--- src/rtl/rvdec_pkg.sv ---
package rvdec_pkg;

  localparam int unsigned InstrWidth = 32;
  localparam int unsigned CodeWidth  = 8;
  localparam int unsigned GroupWidth = 4;

  typedef logic [CodeWidth-1:0]  code_t;
  typedef logic [GroupWidth-1:0] grp_t;

  // Extension groups
  localparam grp_t GrpI        = 4'd0;
  localparam grp_t GrpM        = 4'd1;
  localparam grp_t GrpA        = 4'd2;
  localparam grp_t GrpF        = 4'd3;
  localparam grp_t GrpD        = 4'd4;
  localparam grp_t GrpQ        = 4'd5;
  localparam grp_t GrpZfh      = 4'd6;
  localparam grp_t GrpV        = 4'd7;
  localparam grp_t GrpZicsr    = 4'd8;
  localparam grp_t GrpZifencei = 4'd9;

  // Major opcodes
  localparam logic [6:0] OpLui    = 7'h37;
  localparam logic [6:0] OpAuipc  = 7'h17;
  localparam logic [6:0] OpJal    = 7'h6F;
  localparam logic [6:0] OpJalr   = 7'h67;
  localparam logic [6:0] OpBranch = 7'h63;
  localparam logic [6:0] OpLoad   = 7'h03;
  localparam logic [6:0] OpStore  = 7'h23;
  localparam logic [6:0] OpImm    = 7'h13;
  localparam logic [6:0] OpReg    = 7'h33;
  localparam logic [6:0] OpMisc   = 7'h0F;
  localparam logic [6:0] OpSystem = 7'h73;
  localparam logic [6:0] OpImm32  = 7'h1B;
  localparam logic [6:0] OpReg32  = 7'h3B;
  localparam logic [6:0] OpAmo    = 7'h2F;
  localparam logic [6:0] OpFload  = 7'h07;
  localparam logic [6:0] OpFstore = 7'h27;
  localparam logic [6:0] OpFmadd  = 7'h43;
  localparam logic [6:0] OpFmsub  = 7'h47;
  localparam logic [6:0] OpFnmsub = 7'h4B;
  localparam logic [6:0] OpFnmadd = 7'h4F;
  localparam logic [6:0] OpFp     = 7'h53;
  localparam logic [6:0] OpVec    = 7'h57;

  // Mnemonic codes (subset named; runs are addressed by offset)
  localparam code_t MnLui = 8'd1,   MnAuipc = 8'd2, MnJal = 8'd3, MnJalr = 8'd4;
  localparam code_t MnBeq = 8'd5,   MnBne = 8'd6,   MnBlt = 8'd7, MnBge = 8'd8;
  localparam code_t MnBltu = 8'd9,  MnBgeu = 8'd10;
  localparam code_t MnLb = 8'd11,   MnLh = 8'd12,   MnLw = 8'd13, MnLbu = 8'd14;
  localparam code_t MnLhu = 8'd15,  MnLwu = 8'd16,  MnLd = 8'd17;
  localparam code_t MnSb = 8'd18;
  localparam code_t MnAddi = 8'd22, MnSlti = 8'd23, MnSltiu = 8'd24, MnXori = 8'd25;
  localparam code_t MnOri = 8'd26,  MnAndi = 8'd27, MnSlli = 8'd28, MnSrli = 8'd29;
  localparam code_t MnSrai = 8'd30;
  localparam code_t MnAdd = 8'd31,  MnSub = 8'd32,  MnMul = 8'd33, MnSll = 8'd34;
  localparam code_t MnMulh = 8'd35, MnSlt = 8'd36,  MnMulhsu = 8'd37, MnSltu = 8'd38;
  localparam code_t MnMulhu = 8'd39, MnXor = 8'd40, MnDiv = 8'd41, MnSrl = 8'd42;
  localparam code_t MnSra = 8'd43,  MnDivu = 8'd44, MnOr = 8'd45, MnRem = 8'd46;
  localparam code_t MnAnd = 8'd47,  MnRemu = 8'd48;
  localparam code_t MnFenceTso = 8'd49, MnPause = 8'd50, MnFence = 8'd51, MnFenceI = 8'd52;
  localparam code_t MnEcall = 8'd53, MnEbreak = 8'd54, MnCsrrw = 8'd55, MnCsrrwi = 8'd58;
  localparam code_t MnAddiw = 8'd61, MnSlliw = 8'd62, MnSrliw = 8'd63, MnSraiw = 8'd64;
  localparam code_t MnAddw = 8'd65, MnMulw = 8'd66, MnSubw = 8'd67, MnSllw = 8'd68;
  localparam code_t MnDivw = 8'd69, MnSrlw = 8'd70, MnSraw = 8'd71, MnDivuw = 8'd72;
  localparam code_t MnRemw = 8'd73, MnRemuw = 8'd74;
  localparam code_t MnLrW = 8'd75,  MnLrD = 8'd86;
  localparam code_t MnFlw = 8'd97,  MnFld = 8'd98,  MnFlq = 8'd99, MnFlh = 8'd100;
  localparam code_t MnVle64 = 8'd101, MnVle32 = 8'd102, MnVle16 = 8'd103, MnVle8 = 8'd104;
  localparam code_t MnFsw = 8'd105, MnFsd = 8'd106, MnFsq = 8'd107, MnFsh = 8'd108;
  localparam code_t MnVse64 = 8'd109, MnVse32 = 8'd110, MnVse16 = 8'd111, MnVse8 = 8'd112;
  localparam code_t MnFmaddS = 8'd113, MnFmsubS = 8'd117, MnFnmsubS = 8'd121;
  localparam code_t MnFnmaddS = 8'd125, MnFaddS = 8'd129, MnFsqrtS = 8'd145;
  localparam code_t MnFsgnjS = 8'd149, MnFminS = 8'd161;
  localparam code_t MnFcvtWS = 8'd169, MnFcvtWD = 8'd173;
  localparam code_t MnFcvtSD = 8'd177, MnFcvtSQ = 8'd178, MnFcvtSH = 8'd179;
  localparam code_t MnFcvtHS = 8'd180, MnFcvtHD = 8'd181, MnFcvtHQ = 8'd182;
  localparam code_t MnFcvtDS = 8'd183, MnFcvtDQ = 8'd184, MnFcvtDH = 8'd185;
  localparam code_t MnFcvtQS = 8'd186, MnFcvtQD = 8'd187, MnFcvtQH = 8'd188;
  localparam code_t MnFcvtWH = 8'd189;
  localparam code_t MnFmvXW = 8'd193, MnFmvXD = 8'd195, MnFclassQ = 8'd197;
  localparam code_t MnFclassH = 8'd198, MnFmvXH = 8'd199;
  localparam code_t MnFeqS = 8'd200;
  localparam code_t MnFcvtSW = 8'd212, MnFcvtDW = 8'd216, MnFcvtWQ = 8'd220;
  localparam code_t MnFcvtQW = 8'd224, MnFcvtHW = 8'd228;
  localparam code_t MnFmvHX = 8'd232, MnFmvWX = 8'd233, MnFmvDX = 8'd234;
  localparam code_t MnVaddIvv = 8'd235, MnVsubIvv = 8'd236, MnVaddIvi = 8'd237;
  localparam code_t MnVrsubIvi = 8'd238, MnVaddIvx = 8'd239, MnVsubIvx = 8'd240;
  localparam code_t MnVrsubIvx = 8'd241, MnVsetvli = 8'd242, MnVsetivli = 8'd243;
  localparam code_t MnVsetvl = 8'd244;

  // Stage-one predecode, carried to the class decode stage
  typedef struct packed {
    logic [6:0] opcode;
    logic [2:0] f3;
    logic [6:0] f7;
    logic [4:0] rs2;
    logic       f12_zero;
    logic       f12_one;
    logic       fence_tso;
    logic       fence_pause;
  } pre_t;

  typedef struct packed {
    code_t code;
    grp_t  grp;
  } res_t;

  // FP format: position within an S,D,Q,H run
  function automatic code_t fmt_pos(input logic [1:0] fmt);
    case (fmt)
      2'b00:   fmt_pos = 8'd0;
      2'b01:   fmt_pos = 8'd1;
      2'b10:   fmt_pos = 8'd3;
      default: fmt_pos = 8'd2;
    endcase
  endfunction

  function automatic grp_t fmt_grp(input logic [1:0] fmt);
    case (fmt)
      2'b00:   fmt_grp = GrpF;
      2'b01:   fmt_grp = GrpD;
      2'b10:   fmt_grp = GrpZfh;
      default: fmt_grp = GrpQ;
    endcase
  endfunction

endpackage

--- src/rtl/rvdec_stage.sv ---
// Decode stage: classifies one predecoded word into code and group.
module rvdec_stage (
  input  rvdec_pkg::pre_t pre_i,
  output rvdec_pkg::res_t res_o
);
  import rvdec_pkg::*;

  logic [1:0] fmt;
  logic [4:0] f5;
  logic [3:0] amo_off;
  logic       amo_ok;
  code_t      pos;
  grp_t       fgrp;
  res_t       r;

  assign fmt  = pre_i.f7[1:0];
  assign pos  = fmt_pos(fmt);
  assign fgrp = fmt_grp(fmt);
  assign f5   = pre_i.f7[6:2];

  // AMO funct5 to offset in the LR..AMOMAXU run
  always_comb begin
    amo_ok  = 1'b1;
    amo_off = 4'd0;
    case (f5)
      5'h02:   amo_off = 4'd0;
      5'h03:   amo_off = 4'd1;
      5'h01:   amo_off = 4'd2;
      5'h00:   amo_off = 4'd3;
      5'h04:   amo_off = 4'd4;
      5'h0C:   amo_off = 4'd5;
      5'h08:   amo_off = 4'd6;
      5'h10:   amo_off = 4'd7;
      5'h14:   amo_off = 4'd8;
      5'h18:   amo_off = 4'd9;
      5'h1C:   amo_off = 4'd10;
      default: amo_ok = 1'b0;
    endcase
  end

  always_comb begin
    r = '0;
    unique case (pre_i.opcode)
      OpLui:   r = '{MnLui, GrpI};
      OpAuipc: r = '{MnAuipc, GrpI};
      OpJal:   r = '{MnJal, GrpI};
      OpJalr:  r = '{MnJalr, GrpI};
      OpBranch: begin
        case (pre_i.f3)
          3'd0: r = '{MnBeq, GrpI};
          3'd1: r = '{MnBne, GrpI};
          3'd4: r = '{MnBlt, GrpI};
          3'd5: r = '{MnBge, GrpI};
          3'd6: r = '{MnBltu, GrpI};
          3'd7: r = '{MnBgeu, GrpI};
          default: r = '0;
        endcase
      end
      OpLoad: begin
        case (pre_i.f3)
          3'd0: r = '{MnLb, GrpI};
          3'd1: r = '{MnLh, GrpI};
          3'd2: r = '{MnLw, GrpI};
          3'd3: r = '{MnLd, GrpI};
          3'd4: r = '{MnLbu, GrpI};
          3'd5: r = '{MnLhu, GrpI};
          3'd6: r = '{MnLwu, GrpI};
          default: r = '0;
        endcase
      end
      OpStore: if (!pre_i.f3[2]) r = '{MnSb + code_t'(pre_i.f3), GrpI};
      OpImm: begin
        case (pre_i.f3)
          3'd0: r = '{MnAddi, GrpI};
          3'd1: r = '{MnSlli, GrpI};
          3'd2: r = '{MnSlti, GrpI};
          3'd3: r = '{MnSltiu, GrpI};
          3'd4: r = '{MnXori, GrpI};
          3'd6: r = '{MnOri, GrpI};
          3'd7: r = '{MnAndi, GrpI};
          default: begin
            if (pre_i.f7[6:1] == 6'h00)      r = '{MnSrli, GrpI};
            else if (pre_i.f7[6:1] == 6'h10) r = '{MnSrai, GrpI};
          end
        endcase
      end
      OpReg: begin
        if (pre_i.f7 == 7'h00) begin
          case (pre_i.f3)
            3'd0: r = '{MnAdd, GrpI};
            3'd1: r = '{MnSll, GrpI};
            3'd2: r = '{MnSlt, GrpI};
            3'd3: r = '{MnSltu, GrpI};
            3'd4: r = '{MnXor, GrpI};
            3'd5: r = '{MnSrl, GrpI};
            3'd6: r = '{MnOr, GrpI};
            default: r = '{MnAnd, GrpI};
          endcase
        end else if (pre_i.f7 == 7'h01) begin
          case (pre_i.f3)
            3'd0: r = '{MnMul, GrpM};
            3'd1: r = '{MnMulh, GrpM};
            3'd2: r = '{MnMulhsu, GrpM};
            3'd3: r = '{MnMulhu, GrpM};
            3'd4: r = '{MnDiv, GrpM};
            3'd5: r = '{MnDivu, GrpM};
            3'd6: r = '{MnRem, GrpM};
            default: r = '{MnRemu, GrpM};
          endcase
        end else if (pre_i.f7 == 7'h20 && pre_i.f3 == 3'd0) r = '{MnSub, GrpI};
        else if (pre_i.f7 == 7'h20 && pre_i.f3 == 3'd5) r = '{MnSra, GrpI};
      end
      OpMisc: begin
        if (pre_i.f3 == 3'd1) r = '{MnFenceI, GrpZifencei};
        else if (pre_i.f3 == 3'd0) begin
          if (pre_i.fence_tso)        r = '{MnFenceTso, GrpI};
          else if (pre_i.fence_pause) r = '{MnPause, GrpI};
          else                        r = '{MnFence, GrpI};
        end
      end
      OpSystem: begin
        case (pre_i.f3)
          3'd0: begin
            if (pre_i.f12_zero)     r = '{MnEcall, GrpI};
            else if (pre_i.f12_one) r = '{MnEbreak, GrpI};
          end
          3'd1, 3'd2, 3'd3: r = '{MnCsrrw + code_t'(pre_i.f3) - 8'd1, GrpZicsr};
          3'd5, 3'd6, 3'd7: r = '{MnCsrrwi + code_t'(pre_i.f3) - 8'd5, GrpZicsr};
          default: r = '0;
        endcase
      end
      OpImm32: begin
        if (pre_i.f3 == 3'd0)                           r = '{MnAddiw, GrpI};
        else if (pre_i.f3 == 3'd1)                      r = '{MnSlliw, GrpI};
        else if (pre_i.f3 == 3'd5 && pre_i.f7 == 7'h00) r = '{MnSrliw, GrpI};
        else if (pre_i.f3 == 3'd5 && pre_i.f7 == 7'h20) r = '{MnSraiw, GrpI};
      end
      OpReg32: begin
        case (pre_i.f3)
          3'd0: begin
            if (pre_i.f7 == 7'h00)      r = '{MnAddw, GrpI};
            else if (pre_i.f7 == 7'h01) r = '{MnMulw, GrpM};
            else if (pre_i.f7 == 7'h20) r = '{MnSubw, GrpI};
          end
          3'd1: r = '{MnSllw, GrpI};
          3'd4: r = '{MnDivw, GrpM};
          3'd5: begin
            if (pre_i.f7 == 7'h00)      r = '{MnSrlw, GrpI};
            else if (pre_i.f7 == 7'h20) r = '{MnSraw, GrpI};
            else if (pre_i.f7 == 7'h01) r = '{MnDivuw, GrpM};
          end
          3'd6: r = '{MnRemw, GrpM};
          3'd7: r = '{MnRemuw, GrpM};
          default: r = '0;
        endcase
      end
      OpAmo: begin
        if (amo_ok && pre_i.f3 == 3'd2) r = '{MnLrW + code_t'(amo_off), GrpA};
        else if (amo_ok && pre_i.f3 == 3'd3) r = '{MnLrD + code_t'(amo_off), GrpA};
      end
      OpFload, OpFstore: begin
        case (pre_i.f3)
          3'd0: r = '{MnVle8, GrpV};
          3'd1: r = '{MnFlh, GrpZfh};
          3'd2: r = '{MnFlw, GrpF};
          3'd3: r = '{MnFld, GrpD};
          3'd4: r = '{MnFlq, GrpQ};
          3'd5: r = '{MnVle16, GrpV};
          3'd6: r = '{MnVle32, GrpV};
          default: r = '{MnVle64, GrpV};
        endcase
        // stores follow the loads by eight codes
        if (pre_i.opcode == OpFstore) r.code = r.code + (MnFsw - MnFlw);
      end
      OpFmadd:  r = '{MnFmaddS + pos, fgrp};
      OpFmsub:  r = '{MnFmsubS + pos, fgrp};
      OpFnmsub: r = '{MnFnmsubS + pos, fgrp};
      OpFnmadd: r = '{MnFnmaddS + pos, fgrp};
      OpFp: begin
        case (f5)
          5'h00, 5'h01, 5'h02, 5'h03:
            r = '{MnFaddS + code_t'({f5, 2'b00}) + pos, fgrp};
          5'h0B: r = '{MnFsqrtS + pos, fgrp};
          5'h04: if (pre_i.f3 < 3'd3)
            r = '{MnFsgnjS + 8'd3 * pos + code_t'(pre_i.f3), fgrp};
          5'h05: if (pre_i.f3 < 3'd2)
            r = '{MnFminS + {pos[6:0], 1'b0} + code_t'(pre_i.f3), fgrp};
          5'h14: if (pre_i.f3 < 3'd3)
            r = '{MnFeqS + 8'd3 * pos + 8'd2 - code_t'(pre_i.f3), fgrp};
          5'h18: if (pre_i.rs2 < 5'd4) begin
            case (fmt)
              2'b00:   r.code = MnFcvtWS;
              2'b01:   r.code = MnFcvtWD;
              2'b10:   r.code = MnFcvtWH;
              default: r.code = MnFcvtWQ;
            endcase
            r.code = r.code + code_t'(pre_i.rs2);
            r.grp  = fgrp;
          end
          5'h1A: if (pre_i.rs2 < 5'd4) begin
            case (fmt)
              2'b00:   r.code = MnFcvtSW;
              2'b01:   r.code = MnFcvtDW;
              2'b10:   r.code = MnFcvtHW;
              default: r.code = MnFcvtQW;
            endcase
            r.code = r.code + code_t'(pre_i.rs2);
            r.grp  = fgrp;
          end
          default: begin
            case (pre_i.f7)
              7'h20: begin
                if (pre_i.rs2 == 5'd1)      r = '{MnFcvtSD, GrpD};
                else if (pre_i.rs2 == 5'd3) r = '{MnFcvtSQ, GrpQ};
                else if (pre_i.rs2 == 5'd2) r = '{MnFcvtSH, GrpZfh};
              end
              7'h22: begin
                if (pre_i.rs2 == 5'd0)      r = '{MnFcvtHS, GrpZfh};
                else if (pre_i.rs2 == 5'd1) r = '{MnFcvtHD, GrpZfh};
                else if (pre_i.rs2 == 5'd3) r = '{MnFcvtHQ, GrpZfh};
              end
              7'h21: begin
                if (pre_i.rs2 == 5'd0)      r = '{MnFcvtDS, GrpD};
                else if (pre_i.rs2 == 5'd3) r = '{MnFcvtDQ, GrpQ};
                else if (pre_i.rs2 == 5'd2) r = '{MnFcvtDH, GrpZfh};
              end
              7'h23: begin
                if (pre_i.rs2 == 5'd0)      r = '{MnFcvtQS, GrpQ};
                else if (pre_i.rs2 == 5'd1) r = '{MnFcvtQD, GrpQ};
                else if (pre_i.rs2 == 5'd2) r = '{MnFcvtQH, GrpZfh};
              end
              7'h70: if (pre_i.f3 < 3'd2) r = '{MnFmvXW + code_t'(pre_i.f3), GrpF};
              7'h71: if (pre_i.f3 < 3'd2) r = '{MnFmvXD + code_t'(pre_i.f3), GrpD};
              7'h73: if (pre_i.f3 == 3'd1) r = '{MnFclassQ, GrpQ};
              7'h72: begin
                if (pre_i.f3 == 3'd1)      r = '{MnFclassH, GrpZfh};
                else if (pre_i.f3 == 3'd0) r = '{MnFmvXH, GrpZfh};
              end
              7'h7A: r = '{MnFmvHX, GrpZfh};
              7'h78: r = '{MnFmvWX, GrpF};
              7'h79: r = '{MnFmvDX, GrpD};
              default: r = '0;
            endcase
          end
        endcase
      end
      OpVec: begin
        case (pre_i.f3)
          3'd0: begin
            if (pre_i.f7[6:1] == 6'd0)      r = '{MnVaddIvv, GrpV};
            else if (pre_i.f7[6:1] == 6'd2) r = '{MnVsubIvv, GrpV};
          end
          3'd3: begin
            if (pre_i.f7[6:1] == 6'd0)      r = '{MnVaddIvi, GrpV};
            else if (pre_i.f7[6:1] == 6'd3) r = '{MnVrsubIvi, GrpV};
          end
          3'd4: begin
            if (pre_i.f7[6:1] == 6'd0)      r = '{MnVaddIvx, GrpV};
            else if (pre_i.f7[6:1] == 6'd2) r = '{MnVsubIvx, GrpV};
            else if (pre_i.f7[6:1] == 6'd3) r = '{MnVrsubIvx, GrpV};
          end
          3'd7: begin
            if (!pre_i.f7[6])     r = '{MnVsetvli, GrpV};
            else if (pre_i.f7[5]) r = '{MnVsetivli, GrpV};
            else                  r = '{MnVsetvl, GrpV};
          end
          default: r = '0;
        endcase
      end
      default: r = '0;
    endcase
  end

  assign res_o = r;

endmodule

--- src/rtl/rv64_instruction_class_decoder_core.sv ---
// RV64 instruction class decoder.
// Request channel: drive instr_word_i with start_i high; the word is taken at
// any rising edge where busy_o is low. busy_o is tied low: one word can be
// taken every cycle.
// Result channel: done_o pulses for one cycle with is_valid_o, mnemonic_code_o
// and extension_group_o. There is no back-pressure; the result must be taken
// in that cycle.
// The result passes through three register stages (field predecode, class
// decode, output register) between the accepting edge and done_o.
// Throughput: one word per cycle, since busy_o never rises.
// Invalid words give is_valid_o 0, code 0, group 0.
// Reset clears the stage valid bits; words in flight are dropped and done_o
// stays low until new requests reach the output.
module rv64_instruction_class_decoder_core (
  input  logic                             clk_i,
  input  logic                             rst_ni,
  input  logic                             start_i,
  output logic                             busy_o,
  input  logic [rvdec_pkg::InstrWidth-1:0] instr_word_i,
  output logic                             done_o,
  output logic                             is_valid_o,
  output logic [rvdec_pkg::CodeWidth-1:0]  mnemonic_code_o,
  output logic [rvdec_pkg::GroupWidth-1:0] extension_group_o
);
  import rvdec_pkg::*;

  logic v1_q, v2_q, v3_q;
  pre_t pre_d, pre_q;
  res_t res_d, res_q;
  logic ok_q;
  code_t code_q;
  grp_t grp_q;

  assign busy_o = 1'b0;

  // Stage 1: field extraction and wide compares
  always_comb begin
    pre_d.opcode      = instr_word_i[6:0];
    pre_d.f3          = instr_word_i[14:12];
    pre_d.f7          = instr_word_i[31:25];
    pre_d.rs2         = instr_word_i[24:20];
    pre_d.f12_zero    = instr_word_i[31:20] == 12'h000;
    pre_d.f12_one     = instr_word_i[31:20] == 12'h001;
    pre_d.fence_tso   = instr_word_i[31:20] == 12'h833;
    pre_d.fence_pause = instr_word_i[31:20] == 12'h010;
  end

  // Stage 2: class decode
  rvdec_stage u_stage (
    .pre_i (pre_q),
    .res_o (res_d)
  );

  always_ff @(posedge clk_i or negedge rst_ni) begin
    if (!rst_ni) begin
      v1_q <= 1'b0;
      v2_q <= 1'b0;
      v3_q <= 1'b0;
    end else begin
      v1_q <= start_i && !busy_o;
      v2_q <= v1_q;
      v3_q <= v2_q;
    end
  end

  always_ff @(posedge clk_i) begin
    pre_q  <= pre_d;
    res_q  <= res_d;
    ok_q   <= res_q.code != '0;
    code_q <= res_q.code;
    grp_q  <= (res_q.code != '0) ? res_q.grp : '0;
  end

  assign done_o            = v3_q;
  assign is_valid_o        = ok_q;
  assign mnemonic_code_o   = code_q;
  assign extension_group_o = grp_q;

  // Checks
  a_valid_code: assert property (@(posedge clk_i) disable iff (!rst_ni)
    done_o |-> (is_valid_o == (mnemonic_code_o != '0))) else $error("valid/code mismatch");
  a_inv_grp: assert property (@(posedge clk_i) disable iff (!rst_ni)
    (done_o && !is_valid_o) |-> extension_group_o == '0) else $error("group on invalid");
  a_lat: assert property (@(posedge clk_i) disable iff (!rst_ni)
    (start_i && !busy_o) |=> ##2 done_o) else $error("result lost");

endmodule

--- config.mk ---
export PLATFORM = sky130hd
export DESIGN_NAME = rv64_instruction_class_decoder_core
export DESIGN_NICKNAME = d
export VERILOG_FILES = /design/src/rtl/rvdec_pkg.sv /design/src/rtl/rvdec_stage.sv /design/src/rtl/rv64_instruction_class_decoder_core.sv
export SDC_FILE = /design/constraint.sdc
export NUM_CORES = 1
export LEC_CHECK = 0
export ABC_AREA = 0
export BUFFER_PORTS_ARGS = -buffer_cell sky130_fd_sc_hd__buf_2
export CAP_MARGIN = 10
export CELL_PAD_IN_SITES_DETAIL_PLACEMENT = 0
export CELL_PAD_IN_SITES_GLOBAL_PLACEMENT = 1
export CORE_MARGIN = 3
export CORE_UTILIZATION = 30
export CTS_CLUSTER_SIZE = 16
export DETAILED_ROUTE_END_ITERATION = 8
export GPL_ROUTABILITY_DRIVEN = 0
export GPL_TIMING_DRIVEN = 0
export PLACE_DENSITY_LB_ADDON = 0.1
export SLEW_MARGIN = 40
export SYNTH_ARGS = -nofsm -noshare
export SYNTH_HDL_FRONTEND = slang
export SYNTH_SLANG_ARGS = --single-unit
export TNS_END_PERCENT = 20
--- constraint.sdc ---
create_clock -name clk_i -period 7.8 [get_ports clk_i]
set_clock_uncertainty 0.05 [all_clocks]
set_input_delay 1.56 -clock clk_i [delete_from_list [all_inputs] [get_ports clk_i]]
set_output_delay 1.56 -clock clk_i [all_outputs]
set_load 0.005 [all_outputs]
# Word-level counts from Yosys, hierarchy flattened
# Index checks and enable logic that the tools add are counted.
word_totals:
  regBits: 54
  output_inout_bits: 15
classes:
  n_addsub: 26
  multipliers: 1
  n_lt_le_gt_ge: 3
  n_eq_ne: 65
  n_mux: 82
  reduce_logical: 18
op_table:
  columns: ["cell", "n"]
  rows:
  - ["12-bit two-way mux", 49]
  - ["12-bit case mux with 21 select lines", 1]
  - ["12-bit case mux with 7 select lines", 2]
  - ["12-bit case mux with 11 select lines", 1]
  - ["9-bit case mux with 7 select lines", 2]
  - ["7-bit equality test (second input constant)", 17]
  - ["12-bit case mux with 6 select lines", 1]
  - ["7-bit by 6-bit equality test with 1-bit output (second input constant)", 10]
  - ["10-bit case mux with 7 select lines", 1]
  - ["8-bit two-way mux", 7]
  - ["8-bit case mux with 7 select lines", 1]
  - ["12-bit case mux with 4 select lines", 1]
  - ["8-bit case mux with 6 select lines", 1]
  - ["4-bit case mux with 10 select lines", 1]
  - ["12-bit case mux with 3 select lines", 1]
  - ["11-bit two-way mux", 3]
  - ["7-bit by 2-bit adder with 8-bit output (first input constant)", 4]
  - ["7-bit by 4-bit adder with 8-bit output (first input constant)", 4]
  - ["5-bit equality test (second input constant)", 5]
  - ["7-bit by 5-bit equality test with 1-bit output (second input constant)", 3]
  - ["7-bit case mux with 3 select lines", 1]
  - ["5-bit by 2-bit equality test with 1-bit output (second input constant)", 4]
  - ["10-bit two-way mux", 2]
  - ["6-bit case mux with 3 select lines", 1]
  - ["52 further kinds", 72]

# Logic depth before layout (Yosys ltp)
logic_depth:
  ltp_word: 9
  ltp_mapped: 16
  depth_no_buf: 14

# Cells and area by module
# A second synthesis with hierarchy kept.
hier_totals:
  hier_cells: 698
  area_unflattened_um2: 5434.0
modules_own_cells:
  columns: ["module", "instances", "cells_per_inst", "area_per_inst_um2", "seq_area_each_um2"]
  rows:
  - ["rvdec_stage", 1, 623, 4174.0, 0.0]
  - ["rv64_instruction_class_decoder_core", 1, 75, 1260.0, 1096.1]

# Least setup slack after synthesis
# OpenSTA, ideal clock, no wires.
synth_path:
  path_type: "reg2reg"
  startpoint: "reg pre_q[10] in the netlist's numbering"
  endpoint: "reg res_q[9] in the netlist's numbering"
  setup_time_ps: 134
  arrival_ps: 3085
  required_ps: 7616
  path_slack_ps: 4531
  stages_incl_launch_ff: 14
  period_less_slack_ps: 3269
  path_cell_list: "dfxtp_1 > clkbuf_1 > inv_1 > ha_1 > inv_1 > nand2_1 > ha_1 > ha_1 > fa_1 > fa_1 > and3_1 > a2111oi_0 > a211o_1 > o2111ai_1"
synth_rtl:
  columns: ["item", "line", "text"]
  rows:
  - ["start: declaration", "rv64_instruction_class_decoder_core.sv:28", "pre_t pre_d, pre_q;"]
  - ["start signal: assignment", "rv64_instruction_class_decoder_core.sv:67", "pre_q <= pre_d;"]
  - ["end signal: assignment", "rv64_instruction_class_decoder_core.sv:68", "res_q <= res_d;"]
  - ["end: declaration", "rv64_instruction_class_decoder_core.sv:29", "res_t res_d, res_q;"]

==> impl_metrics.json <==
{
  "synth_top_family_by_area": "simple AND/OR/NAND/NOR gates",
  "async_reset_ff_share_pct": 5.56,
  "path_common_cell": "clkbuf_1",
  "synth_area_leaders": "dfxtp_1, ha_1, a21oi_1, nand2_1, nor2_1",
  "die_area_mm2": 0.0198,
  "cts_root_buffer": "clkbuf_16",
  "cts_hold_buf": 0,
  "whs_path_depth": 0,
  "wirelength_mm": 23.5,
  "setup_violations": 0,
  "p_switching_uw": 285,
  "synthAdderAreaFrac_pct": 13.6,
  "endpoint_kind": "register",
  "num-fill-cells": 1902,
  "grt_pass1_vias": 5873,
  "cts_max_level": 2,
  "outcome": "finished, final reports clean",
  "max_cap_violations": 0,
  "holdPathEnd": "mnemonic_code_o[2]$_DFF_P_",
  "synth_top_area_share_pct": 18.8,
  "core_area_mm2": 0.0175,
  "clockBufferDepth": 2,
  "swShare_pct": 34.8,
  "final_max_slew_viol_count": 0,
  "p_int_uw": 534,
  "post-cts-setup-buffers": 0,
  "worst_pin_slew_ns": 0.856,
  "drt_iter0_markers": 746,
  "hold_path.class": "register to register",
  "crit_chain": "clkbuf_1 -> inv_1 -> ha_1 -> clkbuf_1 -> clkbuf_1 -> buf_1 -> nor2_1 -> nor2_1 -> ha_1 -> a21o_1 -> a21oi_1 -> xnor2_1 -> a2111oi_0 -> a211o_1 -> o2111ai_1",
  "cts_buffers": 5,
  "reg2reg_from": "pre_q[10]$_DFF_P_",
  "cpPeakStageDelay_ns": 0.61,
  "reg2regPathDepth": 15,
  "clkSinkCount": 54,
  "reg2reg_slack_ns": 3.07,
  "regToRegEndpoint": "res_q[9]$_DFF_P_",
  "synth_area_mm2": 0.00543,
  "synth-simple-area-share_pct": 28.5,
  "cp.arrival_ns": 4.83,
  "cp_top_family": "buffers and inverters",
  "vdd_drop_max_mv": 0.0797,
  "worst-setup-path-type": "register to register",
  "rsz0062_at_grt": "false",
  "cp_max_fo": 10,
  "synth_edf_count": 0,
  "diodes": 0,
  "synth_top_cell_by_area": "dfxtp_1",
  "rows": 48,
  "start_util_pct": 31.0,
  "fin_crit_ns": 4.73,
  "wl_per_cell_um": 24.2,
  "grt_max_degree": 18,
  "die_w_um": 141,
  "hpwl_mm": 18.2,
  "insertion_delay_ns": 0.31,
  "yosysSeqAreaShare_pct": 20.2,
  "layout_worst_path_cycle_share_pct": 60.7,
  "power_frac_comb_pct": 29.5,
  "max_clock_freq_mhz": 211,
  "synth_nets": 791,
  "ys_warn_count": 0,
  "timing.hold.ws_ns": 0.302,
  "grt_usage_pct": 23.0,
  "syn_area_per_cell_um2": 7.76,
  "via_per_inst": 6.23,
  "antenna_found_initial": 0,
  "drc_errors": 0,
  "cts_tree": "built",
  "layout.nets": 836,
  "final_layout_size_suffix_gt1_share_pct": 12.7,
  "p_per_area_mw_per_mm2": 134,
  "io_buffers": 38,
  "ys_ff_latch": 54,
  "vias": 6048,
  "p_leak_uw": 0.00241,
  "hold_viol": 0,
  "grt_pass1_wl_mm": 35.4,
  "drtAntennaViolNets": 0,
  "die_h_um": 141,
  "synth_mux_area_share_pct": 1.70,
  "synthCells": 700,
  "area_growth_syn_to_layout_pct": 12.0,
  "overflow": 0,
  "p_clk_share_pct": 33.8,
  "min-delay-start": "res_q[6]$_DFF_P_",
  "ctsResizeCount": 0,
  "pin_count": 50,
  "first_pass_iters": 7,
  "crit_buf_inv": 5,
  "start_kind": "register",
  "clk_pin_slew_ns": 0.08,
  "synth_compound_area_share_pct": 26.9,
  "synth_xor_area_share_pct": 2.10,
  "synth_cell_type_count": 89,
  "slew_headroom_pct": 42.5,
  "ys.flop_type": "dfxtp_1",
  "fin_setup_tns_ns": 0,
  "crit_required_ns": 7.90,
  "seq_power_share_pct": 36.8,
  "cp_slowest_cell": "a2111oi_0"
}
## how the worst max path moves through the flow
stage	startpoint	to	slack, ns	depth (start not counted)
after floorplan	pre_q[10]$_DFF_P_	res_q[9]$_DFF_P_	4.53	13
after global placement	pre_q[10]$_DFF_P_	res_q[6]$_DFF_P_	3.17	13
after detailed placement	pre_q[10]$_DFF_P_	res_q[6]$_DFF_P_	3.27	13
after CTS	pre_q[10]$_DFF_P_	res_q[6]$_DFF_P_	3.23	13
after global routing	pre_q[10]$_DFF_P_	res_q[9]$_DFF_P_	2.88	15
final	pre_q[10]$_DFF_P_	res_q[9]$_DFF_P_	3.07	15
## sequential cells by signal (all words and copies together) (netlist names)
| name | cells |
|---|---|
| v2_q | 1 |
| v1_q | 1 |
| mnemonic_code_o | 8 |
| extension_group_o | 4 |
| is_valid_o | 1 |
| res_q | 12 |
| pre_q | 26 |
| done_o | 1 |
## placed cells by master (no fill, tap or decap), types with 9 or more instances in the layout
master,count
nand2b_1,10
clkbuf_1,25
dfxtp_1,50
nor2b_1,14
and3_1,12
nor3_1,28
ha_1,51
nand3_1,23
nand4_1,12
o22ai_1,16
a21oi_1,45
or3_1,10
buf_4,9
nor2_1,49
a211oi_1,12
buf_2,53
nand2_1,50
o21ai_0,33
inv_1,28
## metrics by stage
| step | instances | worst slack, ns | utilization, % | total power, uW | cell area (um2) |
|---|---|---|---|---|---|
| final | 971 | 3.07 | 34.7 | 818 | 6080 |
| after global routing | 971 | 2.88 | 34.7 | 855 | 6080 |
| after detailed placement | 963 | 3.27 | 33.7 | 540 | 5910 |
| after floorplan | 700 | 4.53 | - | 458 | 5430 |
| after CTS | 971 | 3.23 | 34.7 | 819 | 6080 |
| after global placement | 963 | 3.17 | 33.7 | 540 | 5910 |
## cells in the mapped netlist (5+ instances only)
master / n
nor2_1: 49
buf_2: 15
o22ai_1: 16
nor3b_1: 5
a21o_1: 8
nor3_1: 28
nand3_1: 23
a31oi_1: 5
o21ai_0: 33
xor2_1: 8
dfxtp_1: 51
fa_1: 5
clkbuf_1: 25
nor4_1: 8
o211ai_1: 7
nor2b_1: 14
or3_1: 10
a32oi_1: 6
inv_1: 28
a21oi_1: 45
xnor2_1: 5
a211oi_1: 12
buf_4: 9
ha_1: 51
nand2b_1: 10
o21bai_1: 6
and2_1: 6
nand3b_1: 5
a22oi_1: 8
and3_1: 12
mux2i_1: 7
a2111oi_0: 5
nand4_1: 12
nand2_1: 50
## logic make-up (layout without fill, tap and decap cells)
| kind of cell | after synthesis | count (layout) |
|---|---|---|
| simple gates | 272 | 272 |
| fa+ha+maj | 56 | 56 |
| mux | 9 | 9 |
| compound gates | 211 | 211 |
| flops | 54 | 54 |
| other cells | 1 | 1 |
| xor+xnor | 13 | 13 |
| buf+inv | 84 | 130 |
## worst register-to-register path, stage by stage (launching register included)
cell and delay, ns:
dfxtp_1 0.36, clkbuf_1 0.26, inv_1 0.25, ha_1 0.18, clkbuf_1 0.35, clkbuf_1 0.49, buf_1 0.44, nor2_1 0.10
nor2_1 0.38, ha_1 0.29, a21o_1 0.13, a21oi_1 0.11, xnor2_1 0.14, a2111oi_0 0.61, a211o_1 0.28, o2111ai_1 0.15
## final cells by class
class / count / area, um2 / share of cell area (%)
Sequential cell: 54 / 1100 / 18.0
Buffer: 53 / 259 / 4.26
Clock inverter: 2 / 38.8 / 0.637
Tap cell: 225 / 282 / 4.63
Timing Repair Buffer: 38 / 190 / 3.13
Inverter: 31 / 116 / 1.91
Clock buffer: 6 / 139 / 2.28
Multi-Input combinational cell: 562 / 3960 / 65.1
## power by group through the flow
| stage | combinational (uW) | clock (uW) | sequential, uW |
|---|---|---|---|
| after detailed placement | 232 | 0 | 307 |
| after global placement | 233 | 0 | 307 |
| final | 241 | 276 | 301 |
| after CTS | 234 | 284 | 301 |
| after floorplan | 156 | 0 | 302 |
| after global routing | 259 | 293 | 303 |
## layer usage
layer	part of all wire, %	up-vias	global-route usage, %
met5	0	-	0
met4	4.5	0	9.43
met3	9.7	73	4.10
met2	44	389	36.5
met1	42	2869	31.0
li1	-	2717	-
No activity file was read; power rests on OpenSTA's default activity.
